`config.mk`:
```
export PLATFORM = sky130hd
export DESIGN_NAME = block_rms_level_meter_core
export DESIGN_NICKNAME = d
export VERILOG_FILES = /design/src/design/rlm_pkg.sv /design/src/design/rlm_front.sv /design/src/design/rlm_queue.sv /design/src/design/rlm_back.sv /design/src/design/block_rms_level_meter_core.sv
export SDC_FILE = /design/constraint.sdc
export NUM_CORES = 1
export LEC_CHECK = 0
export ABC_AREA = 1
export BUFFER_PORTS_ARGS = -buffer_cell sky130_fd_sc_hd__buf_2
export CAP_MARGIN = 20
export CORE_MARGIN = 8
export CORE_UTILIZATION = 30
export DETAILED_ROUTE_END_ITERATION = 12
export SYNTH_ARGS = -nofsm -noshare
export SYNTH_HDL_FRONTEND = slang
export SYNTH_SLANG_ARGS = --single-unit
```
`constraint.sdc`:
```
create_clock -name clk -period 14.05 [get_ports clk]
set_input_delay 0.7025 -clock clk [delete_from_list [all_inputs] [get_ports clk]]
set_output_delay 0.7025 -clock clk [all_outputs]
set_load 0.005 [all_outputs]
```
`src/design/rlm_pkg.sv`:
```
`default_nettype none

package rlm_pkg;

    localparam int SAMPLE_BITS = 16;
    localparam int MAX_SAMPLES = 4096;
    localparam int SUM_BITS    = 43;
    localparam int COUNT_BITS  = 13;
    localparam int RMS_BITS    = 16;
    localparam int SQ_BITS     = 2 * SAMPLE_BITS - 1;
    localparam int MEAN_BITS   = 2 * SAMPLE_BITS;
    localparam int QDEPTH      = 4;
    localparam int QPTR_BITS   = 2;
    localparam int QLVL_BITS   = 3;
    localparam int DIV_STEPS   = SUM_BITS;
    localparam int SQRT_STEPS  = SAMPLE_BITS;
    localparam int STEP_BITS   = 6;

    typedef struct packed {
        logic signed [SAMPLE_BITS-1:0] sample;
        logic                          last;
    } sample_req_t;

    typedef struct packed {
        logic [RMS_BITS-1:0]   rms_level;
        logic [COUNT_BITS-1:0] sample_count;
        logic                  too_many;
    } result_t;

    typedef struct packed {
        logic [SUM_BITS-1:0]   sum;
        logic [COUNT_BITS-1:0] count;
        logic                  ovf;
    } blk_t;

    typedef struct packed {
        logic [QLVL_BITS-1:0] level;
        logic                 empty;
    } q_status_t;

    typedef enum logic [1:0] {
        BK_IDLE,
        BK_DIV,
        BK_SQRT,
        BK_DONE
    } back_state_t;

endpackage

`default_nettype wire

```
`src/design/rlm_front.sv`:
```
`default_nettype none

module rlm_front
    import rlm_pkg::*;
(
    input  wire logic        clk,
    input  wire logic        rst_n,
    input  wire logic        push,
    input  wire sample_req_t item,
    output logic             full,
    input  wire q_status_t   q_stat,
    output logic             blk_valid,
    output blk_t             blk
);

    localparam logic [COUNT_BITS-1:0] MAX_C = COUNT_BITS'(MAX_SAMPLES);

    logic                      s1_valid_reg, s1_valid_next;
    logic                      s1_last_reg, s1_last_next;
    logic [SQ_BITS-1:0]        s1_sq_reg, s1_sq_next;
    logic [SUM_BITS-1:0]       sum_reg, sum_next, sum_acc;
    logic [COUNT_BITS-1:0]     count_reg, count_next, cnt_acc;
    logic                      ovf_reg, ovf_next, ovf_acc;
    logic signed [MEAN_BITS-1:0] prod;
    logic [QLVL_BITS:0]        pending;
    logic                      accept;

    assign pending = {1'b0, q_stat.level} + (QLVL_BITS+1)'(s1_valid_reg && s1_last_reg);
    assign full    = (pending >= (QLVL_BITS+1)'(QDEPTH));
    assign accept  = push && !full;
    assign prod    = item.sample * item.sample;

    always_comb
    begin
        s1_valid_next = accept;
        s1_last_next  = item.last;
        s1_sq_next    = prod[SQ_BITS-1:0];
    end

    // accumulate, or drop the sample once the block is saturated
    always_comb
    begin
        sum_acc = sum_reg;
        cnt_acc = count_reg;
        ovf_acc = ovf_reg;
        if (s1_valid_reg)
        begin
            if (count_reg < MAX_C)
            begin
                sum_acc = sum_reg + SUM_BITS'(s1_sq_reg);
                cnt_acc = count_reg + COUNT_BITS'(1);
            end
            else
            begin
                ovf_acc = 1'b1;
            end
        end
        blk_valid = s1_valid_reg && s1_last_reg;
        blk.sum   = sum_acc;
        blk.count = cnt_acc;
        blk.ovf   = ovf_acc;
        if (blk_valid)
        begin
            sum_next   = '0;
            count_next = '0;
            ovf_next   = 1'b0;
        end
        else
        begin
            sum_next   = sum_acc;
            count_next = cnt_acc;
            ovf_next   = ovf_acc;
        end
    end

    always_ff @(posedge clk or negedge rst_n)
    begin
        if (!rst_n)
        begin
            s1_valid_reg <= 1'b0;
            sum_reg      <= '0;
            count_reg    <= '0;
            ovf_reg      <= 1'b0;
        end
        else
        begin
            s1_valid_reg <= s1_valid_next;
            sum_reg      <= sum_next;
            count_reg    <= count_next;
            ovf_reg      <= ovf_next;
        end
    end

    always_ff @(posedge clk)
    begin
        if (accept)
        begin
            s1_last_reg <= s1_last_next;
            s1_sq_reg   <= s1_sq_next;
        end
    end

`ifndef ASSERT_OFF
    a_count_bound: assert property (@(posedge clk) disable iff (!rst_n)
        count_reg <= MAX_C)
        else $error("block count beyond saturation");
    a_ovf_saturated: assert property (@(posedge clk) disable iff (!rst_n)
        ovf_reg |-> (count_reg == MAX_C))
        else $error("overflow flagged before count saturated");
`endif

endmodule

`default_nettype wire

```
`src/design/rlm_queue.sv`:
```
`default_nettype none

module rlm_queue
    import rlm_pkg::*;
(
    input  wire logic      clk,
    input  wire logic      rst_n,
    input  wire logic      wr_en,
    input  wire blk_t      wr_data,
    input  wire logic      rd_en,
    output blk_t           rd_data,
    output q_status_t      stat
);

    blk_t                  mem [QDEPTH];
    logic [QPTR_BITS-1:0]  wr_ptr_reg, wr_ptr_next;
    logic [QPTR_BITS-1:0]  rd_ptr_reg, rd_ptr_next;
    logic [QLVL_BITS-1:0]  level_reg, level_next;
    logic                  do_rd;

    assign do_rd      = rd_en && (level_reg != '0);
    assign rd_data    = mem[rd_ptr_reg];
    assign stat.level = level_reg;
    assign stat.empty = (level_reg == '0);

    always_comb
    begin
        wr_ptr_next = wr_en ? wr_ptr_reg + QPTR_BITS'(1) : wr_ptr_reg;
        rd_ptr_next = do_rd ? rd_ptr_reg + QPTR_BITS'(1) : rd_ptr_reg;
        level_next  = level_reg + QLVL_BITS'(wr_en) - QLVL_BITS'(do_rd);
    end

    always_ff @(posedge clk or negedge rst_n)
    begin
        if (!rst_n)
        begin
            wr_ptr_reg <= '0;
            rd_ptr_reg <= '0;
            level_reg  <= '0;
        end
        else
        begin
            wr_ptr_reg <= wr_ptr_next;
            rd_ptr_reg <= rd_ptr_next;
            level_reg  <= level_next;
        end
    end

    always_ff @(posedge clk)
    begin
        if (wr_en)
        begin
            mem[wr_ptr_reg] <= wr_data;
        end
    end

`ifndef ASSERT_OFF
    a_no_overrun: assert property (@(posedge clk) disable iff (!rst_n)
        (level_reg == QLVL_BITS'(QDEPTH)) |-> !wr_en)
        else $error("block queue written while full");
`endif

endmodule

`default_nettype wire

```
`src/design/rlm_back.sv`:
```
`default_nettype none

module rlm_back
    import rlm_pkg::*;
(
    input  wire logic      clk,
    input  wire logic      rst_n,
    input  wire q_status_t q_stat,
    input  wire blk_t      q_data,
    output logic           q_pop,
    input  wire logic      pop,
    output logic           empty,
    output result_t        result
);

    back_state_t            state_reg, state_next;
    logic [STEP_BITS-1:0]   step_reg, step_next;
    logic [COUNT_BITS-1:0]  div_rem_reg, div_rem_next;
    logic [SUM_BITS-1:0]    div_quo_reg, div_quo_next;
    logic [COUNT_BITS-1:0]  count_reg, count_next;
    logic                   ovf_reg, ovf_next;
    logic [MEAN_BITS-1:0]   srem_reg, srem_next;
    logic [MEAN_BITS-1:0]   root_reg, root_next;
    logic [MEAN_BITS-1:0]   bit_reg, bit_next;
    logic                   out_valid_reg, out_valid_next;
    result_t                result_reg, result_next;
    logic [COUNT_BITS:0]    trial;
    logic                   trial_ge;
    logic [MEAN_BITS:0]     sq_trial;
    logic                   sq_ge;
    logic                   div_last, sqrt_last, out_free;

    assign trial     = {div_rem_reg, div_quo_reg[SUM_BITS-1]};
    assign trial_ge  = (trial >= {1'b0, count_reg});
    assign sq_trial  = {1'b0, root_reg} + {1'b0, bit_reg};
    assign sq_ge     = ({1'b0, srem_reg} >= sq_trial);
    assign div_last  = (step_reg == STEP_BITS'(DIV_STEPS - 1));
    assign sqrt_last = (step_reg == STEP_BITS'(SQRT_STEPS - 1));
    assign out_free  = !out_valid_reg || pop;
    assign empty     = !out_valid_reg;
    assign result    = result_reg;

    always_comb
    begin
        state_next = state_reg;
        unique case (state_reg)
            BK_IDLE: if (!q_stat.empty) state_next = BK_DIV;
            BK_DIV:  if (div_last)      state_next = BK_SQRT;
            BK_SQRT: if (sqrt_last)     state_next = BK_DONE;
            BK_DONE: if (out_free)      state_next = BK_IDLE;
            default: state_next = BK_IDLE;
        endcase
    end

    always_comb
    begin
        q_pop          = 1'b0;
        step_next      = step_reg;
        div_rem_next   = div_rem_reg;
        div_quo_next   = div_quo_reg;
        count_next     = count_reg;
        ovf_next       = ovf_reg;
        srem_next      = srem_reg;
        root_next      = root_reg;
        bit_next       = bit_reg;
        out_valid_next = out_valid_reg && !pop;
        result_next    = result_reg;
        unique case (state_reg)
            BK_IDLE:
            begin
                if (!q_stat.empty)
                begin
                    q_pop        = 1'b1;
                    step_next    = '0;
                    div_rem_next = '0;
                    div_quo_next = q_data.sum;
                    count_next   = q_data.count;
                    ovf_next     = q_data.ovf;
                end
            end
            BK_DIV:
            begin
                // restoring division, one quotient bit a cycle
                if (trial_ge)
                begin
                    div_rem_next = COUNT_BITS'(trial - {1'b0, count_reg});
                end
                else
                begin
                    div_rem_next = trial[COUNT_BITS-1:0];
                end
                div_quo_next = {div_quo_reg[SUM_BITS-2:0], trial_ge};
                step_next    = step_reg + STEP_BITS'(1);
                if (div_last)
                begin
                    step_next = '0;
                    srem_next = (count_reg == '0) ? '0
                              : {div_quo_reg[MEAN_BITS-2:0], trial_ge};
                    root_next = '0;
                    bit_next  = MEAN_BITS'(1) << (MEAN_BITS - 2);
                end
            end
            BK_SQRT:
            begin
                // bit-by-bit square root, two radicand bits a cycle
                if (sq_ge)
                begin
                    srem_next = srem_reg - sq_trial[MEAN_BITS-1:0];
                    root_next = (root_reg >> 1) + bit_reg;
                end
                else
                begin
                    root_next = root_reg >> 1;
                end
                bit_next  = bit_reg >> 2;
                step_next = step_reg + STEP_BITS'(1);
            end
            BK_DONE:
            begin
                if (out_free)
                begin
                    out_valid_next           = 1'b1;
                    result_next.rms_level    = root_reg[RMS_BITS-1:0];
                    result_next.sample_count = count_reg;
                    result_next.too_many     = ovf_reg;
                end
            end
            default:
            begin
                q_pop = 1'b0;
            end
        endcase
    end

    always_ff @(posedge clk or negedge rst_n)
    begin
        if (!rst_n)
        begin
            state_reg     <= BK_IDLE;
            step_reg      <= '0;
            out_valid_reg <= 1'b0;
        end
        else
        begin
            state_reg     <= state_next;
            step_reg      <= step_next;
            out_valid_reg <= out_valid_next;
        end
    end

    always_ff @(posedge clk)
    begin
        div_rem_reg <= div_rem_next;
        div_quo_reg <= div_quo_next;
        count_reg   <= count_next;
        ovf_reg     <= ovf_next;
        srem_reg    <= srem_next;
        root_reg    <= root_next;
        bit_reg     <= bit_next;
        result_reg  <= result_next;
    end

`ifndef ASSERT_OFF
    a_ovf_count: assert property (@(posedge clk) disable iff (!rst_n)
        (out_valid_reg && result_reg.too_many)
        |-> (result_reg.sample_count == COUNT_BITS'(MAX_SAMPLES)))
        else $error("overflow result without saturated count");
`endif

endmodule

`default_nettype wire

```
`src/design/block_rms_level_meter_core.sv`:
```
`default_nettype none

// Block RMS level meter. Takes one signed Q1.15 sample per cycle while full is
// low: a request is squared in one stage and accumulated in the next. A sample
// marked last closes the block and hands its sum, count and overflow flag to a
// four-entry block queue. Behind the queue a restoring divider produces the
// mean, a bit-by-bit square root follows, and the result is loaded into an
// output register. The back end takes one block at a time, so blocks that end
// faster than it finishes them queue up, and full rises while the queue holds
// no room for block ends still in flight. Samples beyond 4096 in a block are
// dropped and flagged in too_many. No clearing pass is needed after reset.
module block_rms_level_meter_core
    import rlm_pkg::*;
(
    input  wire logic        clk,
    input  wire logic        rst_n,
    input  wire logic        push,
    output logic             full,
    input  wire sample_req_t item,
    output logic             empty,
    input  wire logic        pop,
    output result_t          result
);

    logic      blk_valid;
    blk_t      blk;
    blk_t      q_data;
    q_status_t q_stat;
    logic      q_pop;

    rlm_front u_front (
        .clk       (clk),
        .rst_n     (rst_n),
        .push      (push),
        .item      (item),
        .full      (full),
        .q_stat    (q_stat),
        .blk_valid (blk_valid),
        .blk       (blk)
    );

    rlm_queue u_queue (
        .clk     (clk),
        .rst_n   (rst_n),
        .wr_en   (blk_valid),
        .wr_data (blk),
        .rd_en   (q_pop),
        .rd_data (q_data),
        .stat    (q_stat)
    );

    rlm_back u_back (
        .clk    (clk),
        .rst_n  (rst_n),
        .q_stat (q_stat),
        .q_data (q_data),
        .q_pop  (q_pop),
        .pop    (pop),
        .empty  (empty),
        .result (result)
    );

endmodule

`default_nettype wire
```
Word-level counts from Yosys, hierarchy flattened --
Memory sizes are Yosys's and may differ from the RTL's. Cells that the tools add are included.
Storage, ports and cells: flip-flop bits (word level) 302, memory bits (writable) 228, input port bits 21, word-level logic and storage cells 110, memories 1
Cells by class: $add $sub $neg 12, $mul 1, $lt $le $gt $ge 4, eq/ne operators 10, muxes and demuxes 37, bitwise operators 1, reduce and logical (&&, ||, !) cells 22
Memory list:
- u_queue.mem | depth 4, bits a word 57, read ports 1, clocked after Yosys merged registers in 0, write ports 1, RTL line rlm_queue.sv:15 | blk_t mem [QDEPTH];
Operators with widths (count):
- 32-bit two-way mux | 6
- 32-bit one-hot mux with 2 select lines | 3
- 43-bit two-way mux | 4
- 43-bit one-hot mux with 2 select lines | 1
- 13-bit two-way mux | 5
- 43-bit by 31-bit adder with 43-bit output | 1
- 32-bit by 32-bit adder with 33-bit output | 1
- 32-bit by 33-bit greater-or-equal comparator with 1-bit output | 1
- 31-bit by 32-bit adder with 32-bit output | 1
- 32-bit subtractor | 1
- 16-bit by 16-bit multiplier with 31-bit output | 1
- 13-bit one-hot mux with 2 select lines | 1
- 6-bit one-hot mux with 3 select lines | 1
- 14-bit by 13-bit greater-or-equal comparator with 1-bit output | 1
- 13-bit by 1-bit adder with 13-bit output (second input constant) | 1
- 13-bit logical NOT | 1
- 13-bit less-than comparator (second input constant) | 1
- 13-bit subtractor | 1
- 6-bit two-way mux | 2
- 2-bit AND reduction | 5
- 1-bit two-way mux | 9
- 2-bit two-way mux | 4
- 2-bit by 1-bit != test with 1-bit output (second input constant) | 4
- 2-bit one-hot mux with 4 select lines | 1
- other kinds (21) | 30

Longest topological paths before layout --
Gate-level depths: netlist of run 1.
word-level depth 5, gate-level depth with buffers 27

By module --
Synthesis of run 1 repeated with hierarchy kept, for this count alone.
Unflattened totals: cells, all modules 4518, area total of the unflattened synthesis 38120.3 µm²
Modules (own cells, without submodules):
- rlm_front | instances 1, cells each 2069, area an instance 15544.9 µm², sequential area each 2382.3 µm²
- rlm_back | instances 1, cells each 1673, area an instance 13217.7 µm², sequential area each 5630.4 µm²
- rlm_queue | instances 1, cells each 776, area an instance 9357.7 µm², sequential area each 7021.7 µm²

Worst setup path before layout of run 1 --
OpenSTA, ideal clock, no wires.
path kind input-to-reg, start input item[16] (netlist bit), end register u_front.s1_sq_reg[29] (data pin), data arrival time 6151 ps, required time 13798 ps, slack 7647 ps, stages 21, cell sequence clkbuf_1 -> buf_1 -> nand2_1 -> inv_1 -> fa_1 -> inv_1 -> fa_1 -> inv_1 -> fa_1 -> fa_1 -> inv_1 -> fa_1 -> fa_1 -> inv_1 -> ha_1 -> nand2_1 -> nor3_1 -> nand2_1 -> or3_1 -> nand3_1 -> nand2_1
On the way: cells in the longest elaborated chain, start to end 1
RTL lines:
- start: declaration | RTL line block_rms_level_meter_core.sv:19 | input wire sample_req_t item,
- 16-bit by 16-bit multiplier with 31-bit output | RTL line rlm_front.sv:31 | assign prod = item.sample * item.sample;
- net u_front.prod[29] | RTL line rlm_front.sv:24 | logic signed [MEAN_BITS-1:0] prod;
- end signal: assignment | RTL line rlm_front.sv:99 | s1_sq_reg <= s1_sq_next;
- end: declaration | RTL line rlm_front.sv:20 | logic [SQ_BITS-1:0] s1_sq_reg, s1_sq_next;
The timed path passes the listed nets, and every way through them passes these cells. A chain may end at the register's enable or synchronous reset.

Worst setup path after layout of run 1 --
Ends and elaborated chain as after synthesis.

==> flow_summary.toml, run 1 <==
[sta]
setup_slack_ns = 7.93
fmax_mhz = 163
tightestPinTransition_ns = 0.941
rsz0062_at_grt = "false"
period_needed_ns = 6.12
finalCritPeriodShare_pct = 43.6
setup_viol = 0
fin_setup_tns_ns = 0
drv_slew = 0
finalHoldViolations = 0
final.setup_skew_ns = 0.0245
max-slew-margin-rel_pct = 37.3

[place]
pre_cts_ws_ns = 7.25
port_buffers = 52
dp_cells = 5745
place_area_mm2 = 0.0390
dp_hpwl_mm = 66.2
place_congestion = 0.907

[power_and_ir_drop]
clkPwrFrac_pct = 17.1
power_frac_comb_pct = 57.8
p_per_area_mw_per_mm2 = 216
switching_share_pct = 45.0
seq_power_share_pct = 25.0
p_leak_nw = 18.3
ir_drop_mv = 0.214
power.internal_mw = 4.86
switching_power_mw = 3.97

[critical_path]
cp-startpoint = "item[16]"
r2r-start = "u_back.root_reg[6]$_SDFFCE_PN0P_"
arrival_ns = 6.48
path_max_fanout = 22
worst_setup_path_start_kind = "input pin"
cpMostUsedCell = "fa_1"
cp_num_cells = 19
critPathMaxStageDelay_ns = 0.55
cp_slowest_cell = "fa_1"
worstPathRequired_ns = 14.41
path_cells = "buf_2 > clkinv_1 > or2_2 > fa_1 > inv_1 > fa_1 > fa_1 > fa_1 > fa_1 > inv_1 > fa_1 > inv_1 > ha_1 > nand2_1 > nor2_1 > nand2_1 > or3_1 > nand3_1 > nand2_1"
end_kind = "flop"
cp_top_family = "adder cells"
crit_type = "input pin to flop"
rr_worst_depth = 23
crit_buf_inv = 5

[finish]
utilization_pct = 33.3
final_area_mm2 = 0.0410
fillCellCount = 12800
drive_gt1_share_pct = 6.34
nNetsFinal = 4632
diodes = 0
syn_to_final_growth_pct = 10.7
largest_reg_flops = 228
instances_no_fill = 5849

[grt]
grt_start_max_net_pins = 92
antenna_found_initial = 0
grt_pass1_vias = 27600
grt_first_pass_wirelength_mm = 146
grt_usage_pct = 12.9
gr-total-overflow = 0

[clocking]
numClockSinks = 513
clock_path_buffers = 3
cts_buffers = 56
cts.htree.levels = 2
cts_tree = "built"
clk_pin_slew_ns = 0.06
postCtsResizedCells = 0
insertion_delay_ns = 0.63
root_buffer = "clkbuf_16"

[synth]
synth_area_per_cell_um2 = 8.91
ys_seq_area_share_pct = 40.6
yosysUniqueCellTypes = 61
synthDominantCellAreaShare_pct = 35.6
synth_edf_count = 439
ys.flop_type = "edfxtp_1"
synthMostInstantiatedCell = "nand2_1"
synth_area_mm2 = 0.0370
synth_top_cell_by_area = "edfxtp_1"
ys_ff_latch = 513
async_reset_ff_share_pct = 14.4
synthesis.nets = 4617
syn-instance-count = 4153
synthTopCellsByArea = "edfxtp_1, fa_1, nand2_1"
synth_commonest_cells = "nand2_1, inv_1, edfxtp_1"
yosys_warnings = 0

[floorplan]
start_util_pct = 30.1
core_mm2 = 0.123
fp.dieArea_mm2 = 0.135
dieWidth_um = 367
die_h_um = 367
ios = 53
num_rows = 129

[routing]
wirelength_mm = 89.0
maxUsedRoutingLayer = "met4"
dr.pass1.iters = 5
wl_met1_mm = 41.8
met2_length_mm = 42.0
via_per_inst = 4.64
ant_nets = 0
vias = 27100
wire_per_inst_um = 15.2
drc = 0
drtIter0Drc = 1678
dr_wl_met3_mm = 3.13

[min_path]
worstHoldPathCells = 1
hold_path_class = "input pin to flop"
min_from = "item[0]"

[run_status]
status = "completed"

[job]
cap_violations = 0
[worst reg2reg max path: cells and delay by family, from the launching register on]
family                   cells  cell delay, ns
flip-flops                   1            0.52
AND/OR/NAND/NOR             15            1.99
XOR/XNOR                     1            0.19
buffers and inverters        2            0.45
adder cells (fa/ha/maj)      2            0.87
AO/OA/AOI/OAI                3            0.46
[metrics by stage]
| stage | power [mW] | hold WS, ns |
|---|---|---|
| global route | 9.69 | 0.246 |
| finish | 8.83 | 0.266 |
| global placement | 7.31 | 0.419 |
| floorplan | 6.07 | 0.400 |
| detailed placement | 7.38 | 0.416 |
| CTS | 8.92 | 0.240 |
[logic make-up after synthesis]
family / after synthesis / share of synthesized area [%]
AND/OR/NAND/NOR: 1507 / 17.2
buffers and inverters: 867 / 9.00
AO/OA/AOI/OAI: 693 / 10.4
flip-flops: 513 / 40.6
adder cells (fa/ha/maj): 443 / 19.7
XOR/XNOR: 129 / 3.05
multiplexers: 1 / 0.0304
[layer usage]
layer | GRT usage [%] | vias up
met3 | 1.53 | 130
li1 | - | 13500
met4 | 3.20 | 0
met1 | 17.2 | 13000
met2 | 22.2 | 469
met5 | 0 | -
[power groups by stage]
stage / Combinational (mW) / Sequential (mW) / Clock [mW]
6_report: 5.11 / 2.21 / 1.51
5_1_grt: 5.86 / 2.22 / 1.60
4_1_cts: 5.17 / 2.21 / 1.55
3_5_place_dp: 5.14 / 2.24 / 0
3_3_place_gp: 5.08 / 2.24 / 0
2_1_floorplan: 3.86 / 2.21 / 0
[layout by cell type (no fill, tap or decap), types with 9 or more instances in the layout]
| cell | instances |
|---|---|
| buf_2 | 51 |
| nand3_1 | 144 |
| nor4_1 | 9 |
| a21oi_1 | 193 |
| buf_4 | 19 |
| nand2_2 | 10 |
| clkinv_1 | 9 |
| nor2_1 | 413 |
| a21oi_2 | 11 |
| o22ai_1 | 46 |
| o21bai_1 | 24 |
| xnor2_1 | 58 |
| xor2_1 | 71 |
| o21ai_0 | 299 |
| clkinv_2 | 10 |
| nand3_2 | 24 |
| dfrtp_1 | 72 |
| o21ai_1 | 32 |
| nor2_4 | 9 |
| a21o_1 | 15 |
| a31oi_1 | 27 |
| ha_1 | 209 |
| edfxtp_1 | 439 |
| nor3_1 | 37 |
| nand2_1 | 782 |
| fa_1 | 233 |
| or2_2 | 13 |
| clkbuf_16 | 57 |
| nand4_1 | 35 |
| inv_1 | 741 |
[cell type report]
type                    count  area [um2]  area share, %
inverters                 752        2820           6.89
flip-flops and latches    513       15000           36.7
clock buffers              67        1490           3.65
well taps                1637        2050           5.00
multi-input cells        2773       18700           45.7
repair buffers             72         435           1.06
clock inverters            35         403          0.984
[what timing repair did]
item / 4_1_cts / 5_1_grt
hold buffers: 1 / 0
buffers inserted: 0 / 0
endpoints found under the hold margin: 12 / 0
[worst paths after layout]
kind	end	slack [ns]
setup / recovery	u_front.s1_sq_reg[29]$_DFFE_PP_	7.93
hold / removal	u_front.s1_last_reg$_DFFE_PP_	0.27
setup reg to reg	u_back.srem_reg[29]$_DFFE_PP_	9.19
hold reg to reg	u_back.result[0]$_DFFE_PP_	0.43
max in group asynchronous	u_front.sum_reg[22]$_DFF_PN0_	12.42
min in group asynchronous	u_front.count_reg[8]$_DFF_PN0_	0.54
Note: power is estimated with default switching activity, not from simulation.
==> run 2, diff against run 1 <==
Clock period 14.05 ns to 5.61 ns, I/O delays scaled along.
==> run 2 against run 1 <==
Effect of this change:
- utilization is 0.97 points higher
- hold slack worse by 0.14 ns
- worst setup slack worse by 7.5 ns
- sequential power grew to 2.5 times the previous value
- via count is 1.8% higher
- largest power group unchanged
==> flow_summary.toml, run 2 (synthesis gave the netlist of run 1 again) <==
[sta]
finalHoldViolations = 0
final.setup_skew_ns = 0.0278
fmax_mhz = 192
max-slew-margin-rel_pct = 37.8
period_needed_ns = 5.22
drv_slew = 0
tightestPinTransition_ns = 0.933
finalCritPeriodShare_pct = 93.0
setup_viol = 0
hold_ws_ns = 0.121
rsz0062_at_grt = "false"

[run_status]
status = "completed"

[routing]
maxUsedRoutingLayer = "met4"
drtIter0Drc = 1660
vias = 27600
dr.pass1.iters = 5
ant_nets = 0
met2_length_mm = 42.9
drc = 0
wirelength_mm = 89.3
dr_wl_met3_mm = 2.76
wire_per_inst_um = 14.9
wl_met1_mm = 41.4
via_per_inst = 4.61

[place]
place_area_mm2 = 0.0401
port_buffers = 52
dp_hpwl_mm = 67.8
place_congestion = 0.925

[critical_path]
cp_slowest_cell = "fa_1"
path_cells = "buf_2 > clkinv_1 > or2_2 > fa_1 > inv_1 > fa_1 > fa_1 > fa_1 > fa_1 > inv_1 > fa_1 > inv_1 > ha_1 > a21oi_1 > o21ai_0 > a211oi_1 > o21ai_0 > a21oi_1 > xor2_1"
cp-startpoint = "item[16]"
end_kind = "flop"
path_max_fanout = 5
worst_setup_path_start_kind = "input pin"
crit_type = "input pin to flop"
crit_buf_inv = 5
worstPathRequired_ns = 5.98
critPathMaxStageDelay_ns = 0.55
cp_top_family = "adder cells"
r2r-start = "u_back.root_reg[20]$_SDFFCE_PN0P_"
cpMostUsedCell = "fa_1"
arrival_ns = 5.59

[power_and_ir_drop]
power_frac_comb_pct = 61.9
power_mw = 24.7
clkPwrFrac_pct = 15.7
p_per_area_mw_per_mm2 = 585
power.internal_mw = 14.3
ir_drop_mv = 0.742
switching_power_mw = 10.4
seq_power_share_pct = 22.4
p_leak_nw = 19.0
switching_share_pct = 42.2

[finish]
largest_reg_flops = 228
mostFrequentLayoutCell = "nand2_1"
syn_to_final_growth_pct = 13.9
diodes = 0
final_cell_mix = "nand2_1, inv_1, edfxtp_1, nor2_1, o21ai_0"
drive_gt1_share_pct = 9.37
nNetsFinal = 4771
final_area_mm2 = 0.0421
utilization_pct = 34.3

[clocking]
numClockSinks = 513
cts_tree = "built"
cts.htree.levels = 2
root_buffer = "clkbuf_16"
clock_path_buffers = 3
postCtsResizedCells = 0
insertion_delay_ns = 0.62
cts_buffers = 56
post_cts_buffers = 0
clk_pin_slew_ns = 0.06

[floorplan]
ios = 53
fp.dieArea_mm2 = 0.135
die_h_um = 367
dieWidth_um = 367
core_mm2 = 0.123
start_util_pct = 30.1
num_rows = 129

[job]
cap_violations = 0

[grt]
antenna_found_initial = 0
grt_pass1_vias = 27800
grt_first_pass_wirelength_mm = 145
grt_usage_pct = 12.9
gr-total-overflow = 0
grt_start_max_net_pins = 90

[min_path]
min_from = "push"
hold_path_class = "input pin to flop"
-- run 2: changes by cell type in the layout (fill, tap and decap cells not counted), moves of 2 or more --
cell           previous run  this run
buf_4                    19       152
clkbuf_8                  3        11
clkbuf_1                  7        13
clkinv_2                 10         5
buf_12                    0         3
inv_6                     3         0
dlygate4sd3_1             1         3
inv_1                   741       739
-- run 2: tightest hold or removal path, cell delays in order --
cell    delay (ns)
buf_2         0.11
inv_1         0.09
nor2_4        0.16
-- run 2: worst paths after layout --
check,endpoint,slack [ns],cells past startpoint
worst min-delay path,u_front.s1_valid_reg$_DFF_PN0_,0.12,3
worst min register to register,u_back.result[0]$_DFFE_PP_,0.42,0
max in group asynchronous,u_front.sum_reg[15]$_DFF_PN0_,4.40,3
worst max-delay path,u_front.s1_sq_reg[28]$_DFFE_PP_,0.39,19
min in group asynchronous,u_front.count_reg[11]$_DFF_PN0_,0.14,2
worst max register to register,u_back.srem_reg[29]$_DFFE_PP_,0.94,20
-- run 2: routing by layer --
metal / vias up / global-route usage (%)
met2: 488 / 22.4
met5: - / 0
li1: 13800 / -
met4: 0 / 3.33
met1: 13200 / 17.2
met3: 133 / 1.40
-- run 2: final cells by class --
cell class	count	area, um2
clock buffers	80	1600
inverters	752	2830
multi-input cells	2773	18700
fillers	12700	80800
repair buffers	211	1540
well taps	1637	2050
clock inverters	25	353
flip-flops and latches	513	15000
-- run 2: power groups by stage --
stage               registers (mW)  logic [mW]  clock network, mW
finish                        5.53        15.3               3.86
global route                  5.56        17.4               4.09
CTS                           5.53        15.4               3.95
detailed placement            5.60        15.4                  0
global placement              5.59        15.3                  0
floorplan                     5.53        9.79                  0
-- run 2: timing repair --
item | in CTS | in global routing
hold buffers | 3 | 0
endpoints found under the hold margin | 26 | 0
endpoints found under the setup margin | 0 | 0
-- run 2: stage by stage --
stage | TNS (ns) | worst slack, ns | instances
3_3_place_gp | -1.32 | -0.203 | 5881
4_1_cts | 0 | 0.414 | 5989
5_1_grt | 0 | 0.0878 | 5991
3_5_place_dp | -1.84 | -0.274 | 5881
6_report | 0 | 0.392 | 5991
2_1_floorplan | 0 | 0.000408 | 4153
